<file path="config.mk">
export PLATFORM = sky130hd
export DESIGN_NAME = packet_queue_lifetime_discard_unit
export DESIGN_NICKNAME = d
export VERILOG_FILES = /design/src/hw/rtl/pqld_pkg.sv /design/src/hw/rtl/pqld_cell.sv /design/src/hw/rtl/pqld_ctrl.sv /design/src/hw/rtl/packet_queue_lifetime_discard_unit.sv
export VERILOG_INCLUDE_DIRS = /design/src /design/src/hw/rtl
export SDC_FILE = /design/constraint.sdc
export NUM_CORES = 2
export LEC_CHECK = 0
export ABC_AREA = 1
export BUFFER_PORTS_ARGS = -buffer_cell sky130_fd_sc_hd__buf_2
export CAP_MARGIN = 25
export CELL_PAD_IN_SITES_DETAIL_PLACEMENT = 1
export CELL_PAD_IN_SITES_GLOBAL_PLACEMENT = 2
export CORE_ASPECT_RATIO = 1.4
export CORE_UTILIZATION = 36
export DETAILED_ROUTE_END_ITERATION = 8
export PLACE_DENSITY_LB_ADDON = 0.1
export SKIP_CTS_REPAIR_TIMING = 1
export SLEW_MARGIN = 15
export SYNTH_ARGS = -nofsm -noshare
export SYNTH_HDL_FRONTEND = slang
export SYNTH_SLANG_ARGS = --single-unit
</file>
<file path="constraint.sdc">
create_clock -name clk -period 5.39 [get_ports clk]
set_input_delay 0.2695 -clock clk [delete_from_list [all_inputs] [get_ports clk]]
set_output_delay 0.2695 -clock clk [all_outputs]
set_load 0.005 [all_outputs]
</file>
<file path="src/hw/rtl/packet_queue_lifetime_discard_unit_defines.svh">
// ----------------------------------------------------------------------------
// packet queue lifetime discard unit: assertion macros
// shared concurrent assertion forms, clocked on clk and quiet in reset
// ----------------------------------------------------------------------------
`ifndef PACKET_QUEUE_LIFETIME_DISCARD_UNIT_DEFINES_SVH
`define PACKET_QUEUE_LIFETIME_DISCARD_UNIT_DEFINES_SVH

// property that must hold at every edge out of reset
`define PQLD_ASSERT_ALWAYS(lbl, expr, msg) \
  lbl: assert property (@(posedge clk) disable iff (!rst_n) (expr)) else $error(msg);

// implication over time, out of reset
`define PQLD_ASSERT_IMPL(lbl, prop, msg) \
  lbl: assert property (@(posedge clk) disable iff (!rst_n) prop) else $error(msg);

`endif

</file>
<file path="src/hw/rtl/pqld_pkg.sv">
// ----------------------------------------------------------------------------
// pqld_pkg
// types, constants and codes of the packet queue lifetime discard unit
// ----------------------------------------------------------------------------
`timescale 1ns / 1ps

package pqld_pkg;

  localparam int QUEUE_DEPTH = 16;
  localparam int IDX_W       = $clog2(QUEUE_DEPTH);
  localparam int CNT_W       = $clog2(QUEUE_DEPTH + 1);

  localparam int MODE_W      = 3;
  localparam int HANDLE_W    = 16;
  localparam int TICK_W      = 32;
  localparam int CNT_FIELD_W = 5;

  localparam int IN_FIELDS_W  = MODE_W + HANDLE_W + TICK_W;
  localparam int IN_TDATA_W   = ((IN_FIELDS_W + 7) / 8) * 8;
  localparam int OUT_FIELDS_W = HANDLE_W + 3 + 2 * CNT_FIELD_W;
  localparam int OUT_TDATA_W  = ((OUT_FIELDS_W + 7) / 8) * 8;

  localparam logic [MODE_W-1:0] MODE_ENQ_TAIL = 3'd0;
  localparam logic [MODE_W-1:0] MODE_ENQ_HEAD = 3'd1;
  localparam logic [MODE_W-1:0] MODE_DEQ      = 3'd2;
  localparam logic [MODE_W-1:0] MODE_PEEK     = 3'd3;
  localparam logic [MODE_W-1:0] MODE_FLUSH    = 3'd4;

  typedef struct packed {
    logic [HANDLE_W-1:0] handle;
    logic [TICK_W-1:0]   stamp;
  } entry_t;

  typedef enum logic [1:0] {
    CELL_HOLD,
    CELL_FROM_TAIL,
    CELL_FROM_HEAD,
    CELL_LOAD
  } cell_op_t;

  typedef struct packed {
    logic             shift_to_head;
    logic             shift_to_tail;
    logic             load_tail;
    logic [IDX_W-1:0] tail_idx;
  } cell_ctl_t;

  typedef enum logic [1:0] {
    ST_IDLE,
    ST_WALK,
    ST_EXEC
  } state_t;

endpackage

</file>
<file path="src/hw/rtl/pqld_cell.sv">
// ----------------------------------------------------------------------------
// pqld_cell
// one queue slot: holds a handle and its stamp, takes a neighbor or a new word
// ----------------------------------------------------------------------------
`timescale 1ns / 1ps

module pqld_cell (
  input  logic              clk,
  input  pqld_pkg::cell_op_t op,
  input  pqld_pkg::entry_t  head_side,
  input  pqld_pkg::entry_t  tail_side,
  input  pqld_pkg::entry_t  load_entry,
  output pqld_pkg::entry_t  entry
);
  import pqld_pkg::*;

  entry_t entry_r;
  entry_t entry_nxt;

  always_comb begin
    case (op)
      CELL_FROM_TAIL: entry_nxt = tail_side;
      CELL_FROM_HEAD: entry_nxt = head_side;
      CELL_LOAD:      entry_nxt = load_entry;
      default:        entry_nxt = entry_r;
    endcase
  end

  always_ff @(posedge clk) begin
    entry_r <= entry_nxt;
  end

  assign entry = entry_r;

endmodule

</file>
<file path="src/hw/rtl/pqld_ctrl.sv">
// ----------------------------------------------------------------------------
// pqld_ctrl
// sequencer: expiry walk, queue operation, occupancy and result register
// ----------------------------------------------------------------------------
`timescale 1ns / 1ps

module pqld_ctrl (
  input  logic                                clk,
  input  logic                                rst_n,
  input  logic                                in_tvalid,
  output logic                                in_tready,
  input  logic [pqld_pkg::IN_TDATA_W-1:0]     in_tdata,
  output logic                                out_tvalid,
  input  logic                                out_tready,
  output logic [pqld_pkg::OUT_TDATA_W-1:0]    out_tdata,
  input  logic                                cfg_valid,
  output logic                                cfg_ready,
  input  logic [pqld_pkg::TICK_W-1:0]         cfg_data,
  input  pqld_pkg::entry_t                    head_entry,
  output pqld_pkg::entry_t                    new_entry,
  output pqld_pkg::cell_ctl_t                 cell_ctl
);
  import pqld_pkg::*;

  `include "packet_queue_lifetime_discard_unit_defines.svh"

  state_t              state_r, state_nxt;
  logic [MODE_W-1:0]   mode_r, mode_nxt;
  logic [HANDLE_W-1:0] handle_r, handle_nxt;
  logic [TICK_W-1:0]   now_r, now_nxt;
  logic [CNT_W-1:0]    count_r, count_nxt;
  logic [CNT_W-1:0]    dropped_r, dropped_nxt;
  logic [TICK_W-1:0]   lifetime_r, lifetime_nxt;
  logic                out_valid_r, out_valid_nxt;
  logic [OUT_TDATA_W-1:0] out_data_r, out_data_nxt;

  logic                in_acc;
  logic                walk_mode;
  logic [TICK_W-1:0]   age;
  logic                expired;
  logic                full;
  logic                out_free;
  logic [HANDLE_W-1:0] res_handle;
  logic                res_valid;
  logic                res_ovf;
  logic [CNT_W:0]      walk_total;

  assign in_tready  = rst_n && (state_r == ST_IDLE);
  assign in_acc     = in_tvalid && in_tready;
  assign cfg_ready  = rst_n;
  assign out_tvalid = out_valid_r;
  assign out_tdata  = out_data_r;

  assign walk_mode = (in_tdata[MODE_W-1:0] == MODE_ENQ_TAIL) ||
                     (in_tdata[MODE_W-1:0] == MODE_ENQ_HEAD) ||
                     (in_tdata[MODE_W-1:0] == MODE_DEQ) ||
                     (in_tdata[MODE_W-1:0] == MODE_PEEK);
  assign age      = now_r - head_entry.stamp;
  assign expired  = (count_r != '0) && (age >= lifetime_r);
  assign full     = (count_r == CNT_W'(QUEUE_DEPTH));
  assign out_free = !out_valid_r || out_tready;

  assign walk_total = {1'b0, count_r} + {1'b0, dropped_r};

  assign new_entry.handle = handle_r;
  assign new_entry.stamp  = now_r;

  // next state
  always_comb begin
    state_nxt = state_r;
    case (state_r)
      ST_IDLE: begin
        if (in_acc) begin
          state_nxt = walk_mode ? ST_WALK : ST_EXEC;
        end
      end
      ST_WALK: begin
        if (!expired) begin
          state_nxt = ST_EXEC;
        end
      end
      ST_EXEC: begin
        if (out_free) begin
          state_nxt = ST_IDLE;
        end
      end
      default: state_nxt = ST_IDLE;
    endcase
  end

  // datapath and outputs
  always_comb begin
    mode_nxt      = mode_r;
    handle_nxt    = handle_r;
    now_nxt       = now_r;
    count_nxt     = count_r;
    dropped_nxt   = dropped_r;
    lifetime_nxt  = lifetime_r;
    out_valid_nxt = out_valid_r;
    out_data_nxt  = out_data_r;
    cell_ctl      = '0;
    cell_ctl.tail_idx = count_r[IDX_W-1:0];
    res_handle    = '0;
    res_valid     = 1'b0;
    res_ovf       = 1'b0;

    if (out_valid_r && out_tready) begin
      out_valid_nxt = 1'b0;
    end
    if (cfg_valid && cfg_ready) begin
      lifetime_nxt = cfg_data;
    end

    case (state_r)
      ST_IDLE: begin
        if (in_acc) begin
          mode_nxt    = in_tdata[MODE_W-1:0];
          handle_nxt  = in_tdata[MODE_W +: HANDLE_W];
          now_nxt     = in_tdata[MODE_W + HANDLE_W +: TICK_W];
          dropped_nxt = '0;
        end
      end
      ST_WALK: begin
        if (expired) begin
          cell_ctl.shift_to_head = 1'b1;
          count_nxt   = count_r - 1'b1;
          dropped_nxt = dropped_r + 1'b1;
        end
      end
      ST_EXEC: begin
        if (out_free) begin
          case (mode_r)
            MODE_ENQ_TAIL: begin
              if (full) begin
                res_ovf = 1'b1;
              end else begin
                cell_ctl.load_tail = 1'b1;
                count_nxt = count_r + 1'b1;
              end
            end
            MODE_ENQ_HEAD: begin
              if (full) begin
                res_ovf = 1'b1;
              end else begin
                cell_ctl.shift_to_tail = 1'b1;
                count_nxt = count_r + 1'b1;
              end
            end
            MODE_DEQ: begin
              if (count_r != '0) begin
                res_handle = head_entry.handle;
                res_valid  = 1'b1;
                cell_ctl.shift_to_head = 1'b1;
                count_nxt = count_r - 1'b1;
              end
            end
            MODE_PEEK: begin
              if (count_r != '0) begin
                res_handle = head_entry.handle;
                res_valid  = 1'b1;
              end
            end
            MODE_FLUSH: begin
              count_nxt = '0;
            end
            default: begin
            end
          endcase
          out_valid_nxt = 1'b1;
          out_data_nxt  = OUT_TDATA_W'({CNT_FIELD_W'(dropped_r), res_ovf,
                                        CNT_FIELD_W'(count_nxt), (count_nxt == '0),
                                        res_valid, res_handle});
        end
      end
      default: begin
      end
    endcase
  end

  always_ff @(posedge clk) begin
    if (!rst_n) begin
      state_r     <= ST_IDLE;
      count_r     <= '0;
      dropped_r   <= '0;
      lifetime_r  <= '1;
      out_valid_r <= 1'b0;
    end else begin
      state_r     <= state_nxt;
      count_r     <= count_nxt;
      dropped_r   <= dropped_nxt;
      lifetime_r  <= lifetime_nxt;
      out_valid_r <= out_valid_nxt;
    end
  end

  always_ff @(posedge clk) begin
    mode_r     <= mode_nxt;
    handle_r   <= handle_nxt;
    now_r      <= now_nxt;
    out_data_r <= out_data_nxt;
  end

  `PQLD_ASSERT_ALWAYS(a_count_bound, (count_r <= CNT_W'(QUEUE_DEPTH)), "occupancy above depth")
  `PQLD_ASSERT_IMPL(a_walk_conserves, (state_r == ST_WALK) |=> (walk_total == $past(walk_total)), "walk lost an entry")
  `PQLD_ASSERT_IMPL(a_exec_posts, (state_r == ST_EXEC && out_free) |=> (out_valid_r && state_r == ST_IDLE), "result not posted")
  `PQLD_ASSERT_IMPL(a_accept_busy, in_acc |=> (state_r != ST_IDLE), "accept did not start work")

endmodule

</file>
<file path="src/hw/rtl/packet_queue_lifetime_discard_unit.sv">
// ----------------------------------------------------------------------------
// packet_queue_lifetime_discard_unit
// bounded double-ended descriptor queue with lifetime expiry at the head end
// ----------------------------------------------------------------------------
// A word whose mode runs the expiry walk passes from acceptance through the walk
// state, which tests the head cell once per cycle and shifts the row of cells
// toward the head on each discard by lifetime expiry, and then through the
// operation state, whose result is registered; the next word is accepted once
// the unit is back in idle. Flush and unused modes skip the walk and go straight
// to the operation. A finished result sits in an output register, so the
// next word is taken while it waits, but that word's operation stalls until
// the register is free; the queue holds QUEUE_DEPTH entries.
`timescale 1ns / 1ps

module packet_queue_lifetime_discard_unit (
  input  logic                              clk,
  input  logic                              rst_n,
  input  logic                              in_tvalid,
  output logic                              in_tready,
  // mode[2:0], packet_handle[18:3], now_ticks[50:19], zero pad
  input  logic [pqld_pkg::IN_TDATA_W-1:0]   in_tdata,
  output logic                              out_tvalid,
  input  logic                              out_tready,
  // head_handle[15:0], head_valid[16], queue_empty[17], entry_count[22:18],
  // overflow[23], expired_count[28:24], zero pad
  output logic [pqld_pkg::OUT_TDATA_W-1:0]  out_tdata,
  input  logic                              cfg_valid,
  output logic                              cfg_ready,
  // msdu_lifetime
  input  logic [pqld_pkg::TICK_W-1:0]       cfg_data
);
  import pqld_pkg::*;

  entry_t    cell_entry [QUEUE_DEPTH];
  entry_t    new_entry;
  cell_ctl_t cell_ctl;

  pqld_ctrl u_ctrl (
    .clk        (clk),
    .rst_n      (rst_n),
    .in_tvalid  (in_tvalid),
    .in_tready  (in_tready),
    .in_tdata   (in_tdata),
    .out_tvalid (out_tvalid),
    .out_tready (out_tready),
    .out_tdata  (out_tdata),
    .cfg_valid  (cfg_valid),
    .cfg_ready  (cfg_ready),
    .cfg_data   (cfg_data),
    .head_entry (cell_entry[0]),
    .new_entry  (new_entry),
    .cell_ctl   (cell_ctl)
  );

  for (genvar i = 0; i < QUEUE_DEPTH; i++) begin : g_cell
    cell_op_t op;
    entry_t   head_side;
    entry_t   tail_side;

    if (i == 0) begin : g_first
      assign head_side = new_entry;
    end else begin : g_mid
      assign head_side = cell_entry[i-1];
    end

    if (i == QUEUE_DEPTH - 1) begin : g_last
      assign tail_side = cell_entry[i];
    end else begin : g_inner
      assign tail_side = cell_entry[i+1];
    end

    always_comb begin
      if (cell_ctl.shift_to_head) begin
        op = CELL_FROM_TAIL;
      end else if (cell_ctl.shift_to_tail) begin
        op = CELL_FROM_HEAD;
      end else if (cell_ctl.load_tail && (cell_ctl.tail_idx == IDX_W'(i))) begin
        op = CELL_LOAD;
      end else begin
        op = CELL_HOLD;
      end
    end

    pqld_cell u_cell (
      .clk        (clk),
      .op         (op),
      .head_side  (head_side),
      .tail_side  (tail_side),
      .load_entry (new_entry),
      .entry      (cell_entry[i])
    );
  end

endmodule

</file>
Word-level counts from Yosys, hierarchy flattened
Index checks and enable logic that the tools add are counted.
W data, S select, Z words.
{"block": "totals", "reg_bits": 893, "inputBits": 93, "out_inout_bits": 35, "elab_cells": 277}
{"block": "op_classes", "addsub": 4, "magnitude_cmp": 1, "n_eq_ne": 76, "n_mux": 93, "n_reduce_logical": 59}
{"op": "$pmux W48 S3", "n": 14}
{"op": "$pmux W48 S2", "n": 2}
{"op": "$mux W2", "n": 53}
{"op": "$eq A2 B2 Y1 const B", "n": 33}
{"op": "$reduce_bool A3 Y1", "n": 14}
{"op": "$mux W5", "n": 8}
{"op": "$eq A2 B1 Y1 const B", "n": 16}
{"op": "$eq A4 B4 Y1 const B", "n": 8}
{"op": "$ge A32 B32 Y1", "n": 1}
{"op": "$sub A32 B32 Y32", "n": 1}
{"op": "$logic_and A1 B1 Y1", "n": 21}
{"op": "$pmux W5 S2", "n": 2}
{"op": "$eq A4 B3 Y1 const B", "n": 4}
{"op": "$pmux W5 S3", "n": 1}
{"op": "$eq A3 B2 Y1 const B", "n": 4}
{"op": "$add A5 B1 Y5 const B", "n": 2}
{"op": "$mux W1", "n": 10}
{"op": "$reduce_and A3 Y1", "n": 3}
{"op": "$eq A4 B2 Y1 const B", "n": 2}
{"op": "$reduce_bool A2 Y1", "n": 4}
{"op": "$eq A3 B1 Y1 const B", "n": 2}
{"op": "$logic_not A3 Y1", "n": 2}
{"op": "$ne A2 B1 Y1 const B", "n": 3}
{"op": "$pmux W2 S3", "n": 1}
{"op": "15 further kinds", "n": 22}

Longest topological paths before layout
{"block": "depth", "ltp_word": 12, "mapped_depth": 32, "ltp_nobuf": 29}

By module
Synthesis repeated with hierarchy kept, for this count alone.
{"block": "hier_totals", "hier_cells": 5276, "area_unflattened_um2": 49358.6}
{"module": "pqld_cell", "instances": 16, "cells_per_inst": 269, "area_per_inst_um2": 2593.7, "seq_area_each_um2": 1441.4}
{"module": "pqld_ctrl", "instances": 1, "cells_per_inst": 888, "area_per_inst_um2": 7460.9, "seq_area_each_um2": 3303.2}
{"module": "packet_queue_lifetime_discard_unit", "instances": 1, "cells_per_inst": 84, "area_per_inst_um2": 397.9, "seq_area_each_um2": 0.0}

Least setup slack after synthesis
OpenSTA, ideal clock, no wires.
{"block": "synth_timing", "path_type": "reg2reg", "from": "register u_ctrl.now_r[2]", "to": "register g_cell[15].u_cell.entry_r (netlist bit g_cell[15].u_cell.entry[0]) (enable)", "setup_time_ps": 406, "t_arrival_ps": 4868, "required_time_ps": 4984, "setup_slack_ps": 116, "stages_incl_launch_ff": 27, "path_buffers": 4, "synth_period_minus_slack_ps": 5274, "path_cell_list": "edfxtp_1 -> ha_1 -> a21oi_1 -> nand2_1 -> a21oi_1 -> o21ai_0 -> a21oi_1 -> o21ai_0 -> nand2_1 -> nand2_1 -> xor2_1 -> ha_1 -> a21oi_1 -> o21ai_0 -> nand2_1 -> a21oi_1 -> nor2_1 -> nand2_1 -> nand3_2 -> nand2_1 -> nand2_1 -> buf_4 -> buf_4 -> buf_2 -> buf_2 -> nand2_1 -> nand2_1"}
{"block": "synth_between", "elab_chain_cells": 8}
{"item": "start, declared", "line": "pqld_ctrl.sv:30", "text": "logic [TICK_W-1:0] now_r, now_nxt;"}
{"item": "start signal, assigned", "line": "pqld_ctrl.sv:199", "text": "now_r <= now_nxt;"}
{"item": "$sub A32 B32 Y32 *", "line": "pqld_ctrl.sv:58", "text": "assign age = now_r - head_entry.stamp;"}
{"item": "$ge A32 B32 Y1 *", "line": "pqld_ctrl.sv:59", "text": "assign expired = (count_r != '0) && (age >= lifetime_r);"}
{"item": "$logic_and A1 B1 Y1 *", "line": "pqld_ctrl.sv:59"}
{"item": "$mux W1 *", "line": "pqld_ctrl.sv:124", "text": "if (expired) begin"}
{"item": "$pmux W1 S2 *", "line": "pqld_ctrl.sv:114", "text": "case (state_r)"}
{"item": "$mux W2 *", "line": "packet_queue_lifetime_discard_unit.sv:73", "text": "if (cell_ctl.shift_to_head) begin"}
{"item": "$eq A2 B2 Y1", "line": "pqld_cell.sv:21", "text": "case (op)"}
{"item": "$reduce_bool A2 Y1 (no line) *"}
{"item": "end signal, assigned", "line": "pqld_cell.sv:30", "text": "entry_r <= entry_nxt;"}
{"item": "end, declared", "line": "pqld_cell.sv:17", "text": "entry_t entry_r;"}
Mark *: on every way between the ends. The rest lies on a longest branch, timed or not.
A chain may end at the register's enable or synchronous reset.

==> impl_results.md <==
- CP Capture Point: g_cell[5].u_cell.entry[5]
- MaxCap Viol Count: 0
- Total track usage: 28.0%
- Final ANT Viol Nets: 0
- Worst setup path start: u_ctrl.now_r[0]
- CTS Sinks: between 800 and 900
- FF-to-FF path depth: 27
- Share of cells above drive strength 1: 11.3%
- Crit path buf inv count: 5
- Placeable Area: 128,000 µm²
- Post-synth ARST share: 0%
- Grt total ovfl: 0
- Net Switching: 6350 µW
- Crit path max-delay family: simple AND/OR/NAND/NOR gates
- Cells after synthesis: between 5,000 and 6,000
- Area of the multi-input gates: around 17,000 µm²
- Register area: 26,400 µm²
- Worst skew pair latency: roughly 0.7 ns
- Sequential power share: 45.9%
- Initial antenna violation count: 4
- Mapped Area: 46,400 µm²
- Rel. slew slack: 23.3%
- Via count: 39,900
- Fin crit period: 5.09 ns
- Area growth from synthesis to layout: 17.3%
- Clock power frac: 33.1%
- CTS Buf Count: between 90 and 100
- Drt pass-1 iters: 6
- Pint: 13,600 µW
- WS Path Type: reg -> reg
- Worst vdd ir: 0.000225 V
- Drt total wl: 185,000 µm
- Status: completed
- RR Endpoint: g_cell[5].u_cell.entry[5]
- Share of the synthesized area in the top cell type: 54.8%
- Layout Nets: roughly 5,300
- Core Rows: ~160
- TritonCTS clock tree: yes
- GPL Wtd Cong: 0.859
- Worst Tran Pin Value: approximately 1.2 ns
- Placed cells: 6,631
- Sw Share: 31.8%
- Vias/cell: 5.78
- CP max-delay cell: buf_4
- Static leakage: roughly 0.021 µW
- Wirelength per Cell: between 20 and 30 µm
- Synth Register Bits: approximately 890
- TNS Setup: 0 ns
- Global-route wire length before repair: around 270,000 µm
- Initial DRC Count: approximately 3,700
- DRC viols: 0
- Crit-path max cell delay: 0.47 ns
- Flop2flop setup slack: roughly 0.30 ns
- Logic gate share of total power: 21.0%
- Starting Density: 36.3%
- Ys flop type: edfxtp_1
- EDFF count, synth: ~850
- CP max FO: 54
- PwrDens: 367 nW/µm²
- Netlist cell types: 43
- Final worst path period share: about 95%
- IO Pins: roughly 130
- Endpoints failing hold: 0
- Max Fclk: approximately 200 MHz
- Most common cell in the netlist: nand3_1
- Max-slew violations: 0
- Startpoint Class: flip-flop
- Die Wd: 306 µm
- Worst Hold Class: in -> reg
- CP Depth: 27
- Reg2reg start: u_ctrl.now_r[0]
- Clock transition at path regs: 0.07 ns
- Top post-synthesis cells by area: edfxtp_1 (55%), nand3_1 (22%), nand2_1 (7.6%)
- Critical Path End Type: flip-flop
- Sequential fraction of the synthesis area: between 50% and 60%
- RSZ-0062 raised after global routing: false
- HPWL Detailed: 120,000 µm
- Critical Path RT: 5.97 ns
- Full die area: 130,000 µm²
- Ys Warns: 0
- Hold Slack: 0.142 ns
- ANT cells: 0
- Critical path's most frequent cell: nand2_1
- CTS root buf: clkbuf_16
- Die Ht: 427 µm
- WP data arrival: 5.67 ns
- Largest net degree at the start of global routing: 192
- Fin cells: 6,904
- Synth area leader: edfxtp_1
- Worst Skew: 0.0238 ns
- H-tree levels: 3
- Synth Area per Inst: 9.19 µm²
- Setup Viol. Count Final: 0
- Filler cells: about 14,000
- IO Port Bufs: 119
- Clock Path Buffers: 3
- Vias in the first global route: 40,000
- Top cells by count, synth: nand3_1 (2,039), nand2_1 (938), edfxtp_1 (848)
[routing by layer]
| metal | wire length, µm | track usage [%] | vias up |
|---|---|---|---|
| li1 | - | - | 18200 |
| met4 | 4940 | 8.16 | 0 |
| met2 | 92400 | 48.9 | 1178 |
| met3 | 9100 | 3.11 | 267 |
| met1 | 79000 | 36.5 | 20300 |
| met5 | 0 | 0 | - |
[power groups by stage]
stage / combinational (µW) / clock, µW / sequential [µW]
3_5_place_dp: 4150 / 0 / 9310
2_1_floorplan: 2320 / 0 / 9130
6_report: 4190 / 6620 / 9170
4_1_cts: 4170 / 6780 / 9170
3_3_place_gp: 4090 / 0 / 9300
5_1_grt: 4570 / 7000 / 9260
[cell families (layout without fill, tap and decap cells)]
| group | Yosys count | count (layout) | synth area share (%) |
|---|---|---|---|
| xor gates and xnor gates | 37 | 37 | 0.698 |
| AOI/OAI and AO/OA | 284 | 284 | 3.22 |
| other | 1 | 3 | 0.00807 |
| buffers and inverters | 663 | 863 | 6.40 |
| adders and majority gates | 73 | 73 | 1.98 |
| and+or+nand+nor | 3103 | 3103 | 30.9 |
| DFF | 893 | 893 | 56.8 |
[tightest hold or removal path: stages]
cell and delay [ns]:
buf_2 0.10, nand2_1 0.12, inv_2 0.15
[cells in the final DEF, fill, tap and decap left out, drive strengths merged, types with 3 or more instances in the layout]
cell type,count
a21oi,92
a31oi,6
xnor2,6
nand4,10
nor3,15
edfxtp,848
xor2,31
inv,210
nand3,2041
clkinv,52
clkbuf,119
clkinvlp,7
bufinv,3
dfxtp,45
ha,72
nor2,90
buf,382
o21a,4
conb,3
o21bai,3
o211ai,6
a21o,4
nand2,943
dlygate4sd3,90
o21ai,160
[layout make-up]
class                   count  share of cell area (%)
clock buffers             119                    4.82
clock inverters            63                   0.710
inverters                 209                    1.44
flip-flops and latches    893                    48.4
multi-input cells        3500                    31.9
well taps                1648                    3.78
repair buffers            472                    8.97
[state kept, by name, summed over array words and instances, names as in the netlist]
register             count
u_ctrl.handle_r         16
u_ctrl.out_tdata        29
u_ctrl.lifetime_r       32
u_ctrl.dropped_r         5
u_ctrl.state_r           2
u_ctrl.out_tvalid        1
g_cell.u_cell.entry    768
u_ctrl.count_r           5
u_ctrl.now_r            32
u_ctrl.mode_r            3
[worst min-delay path by stage]
stage / start / slack, ns / endpoint / cells past startpoint
3_5_place_dp: in_tdata[10] / 0.45 / u_ctrl.handle_r[7] / 1
2_1_floorplan: in_tdata[3] / 0.37 / u_ctrl.handle_r[0] / 0
5_1_grt: in_tvalid / 0.14 / u_ctrl.handle_r[5] / 3
3_3_place_gp: in_tdata[8] / 0.45 / u_ctrl.handle_r[5] / 1
6_report: in_tvalid / 0.14 / u_ctrl.handle_r[11] / 3
4_1_cts: in_tdata[29] / -0.31 / u_ctrl.now_r[10] / 1
[per-stage QoR]
step	utilization [%]	total power, µW	area (µm²)	setup slack (ns)
detailed placement	39.6	13500	50500	0.100
CTS	41.9	20100	53600	0.0650
global placement	39.6	13400	50500	0.0476
floorplan	-	11400	46500	0.116
global route	42.6	20800	54500	0.0136
finish	42.6	20000	54500	0.295
Power figures use the tool's default switching activity.
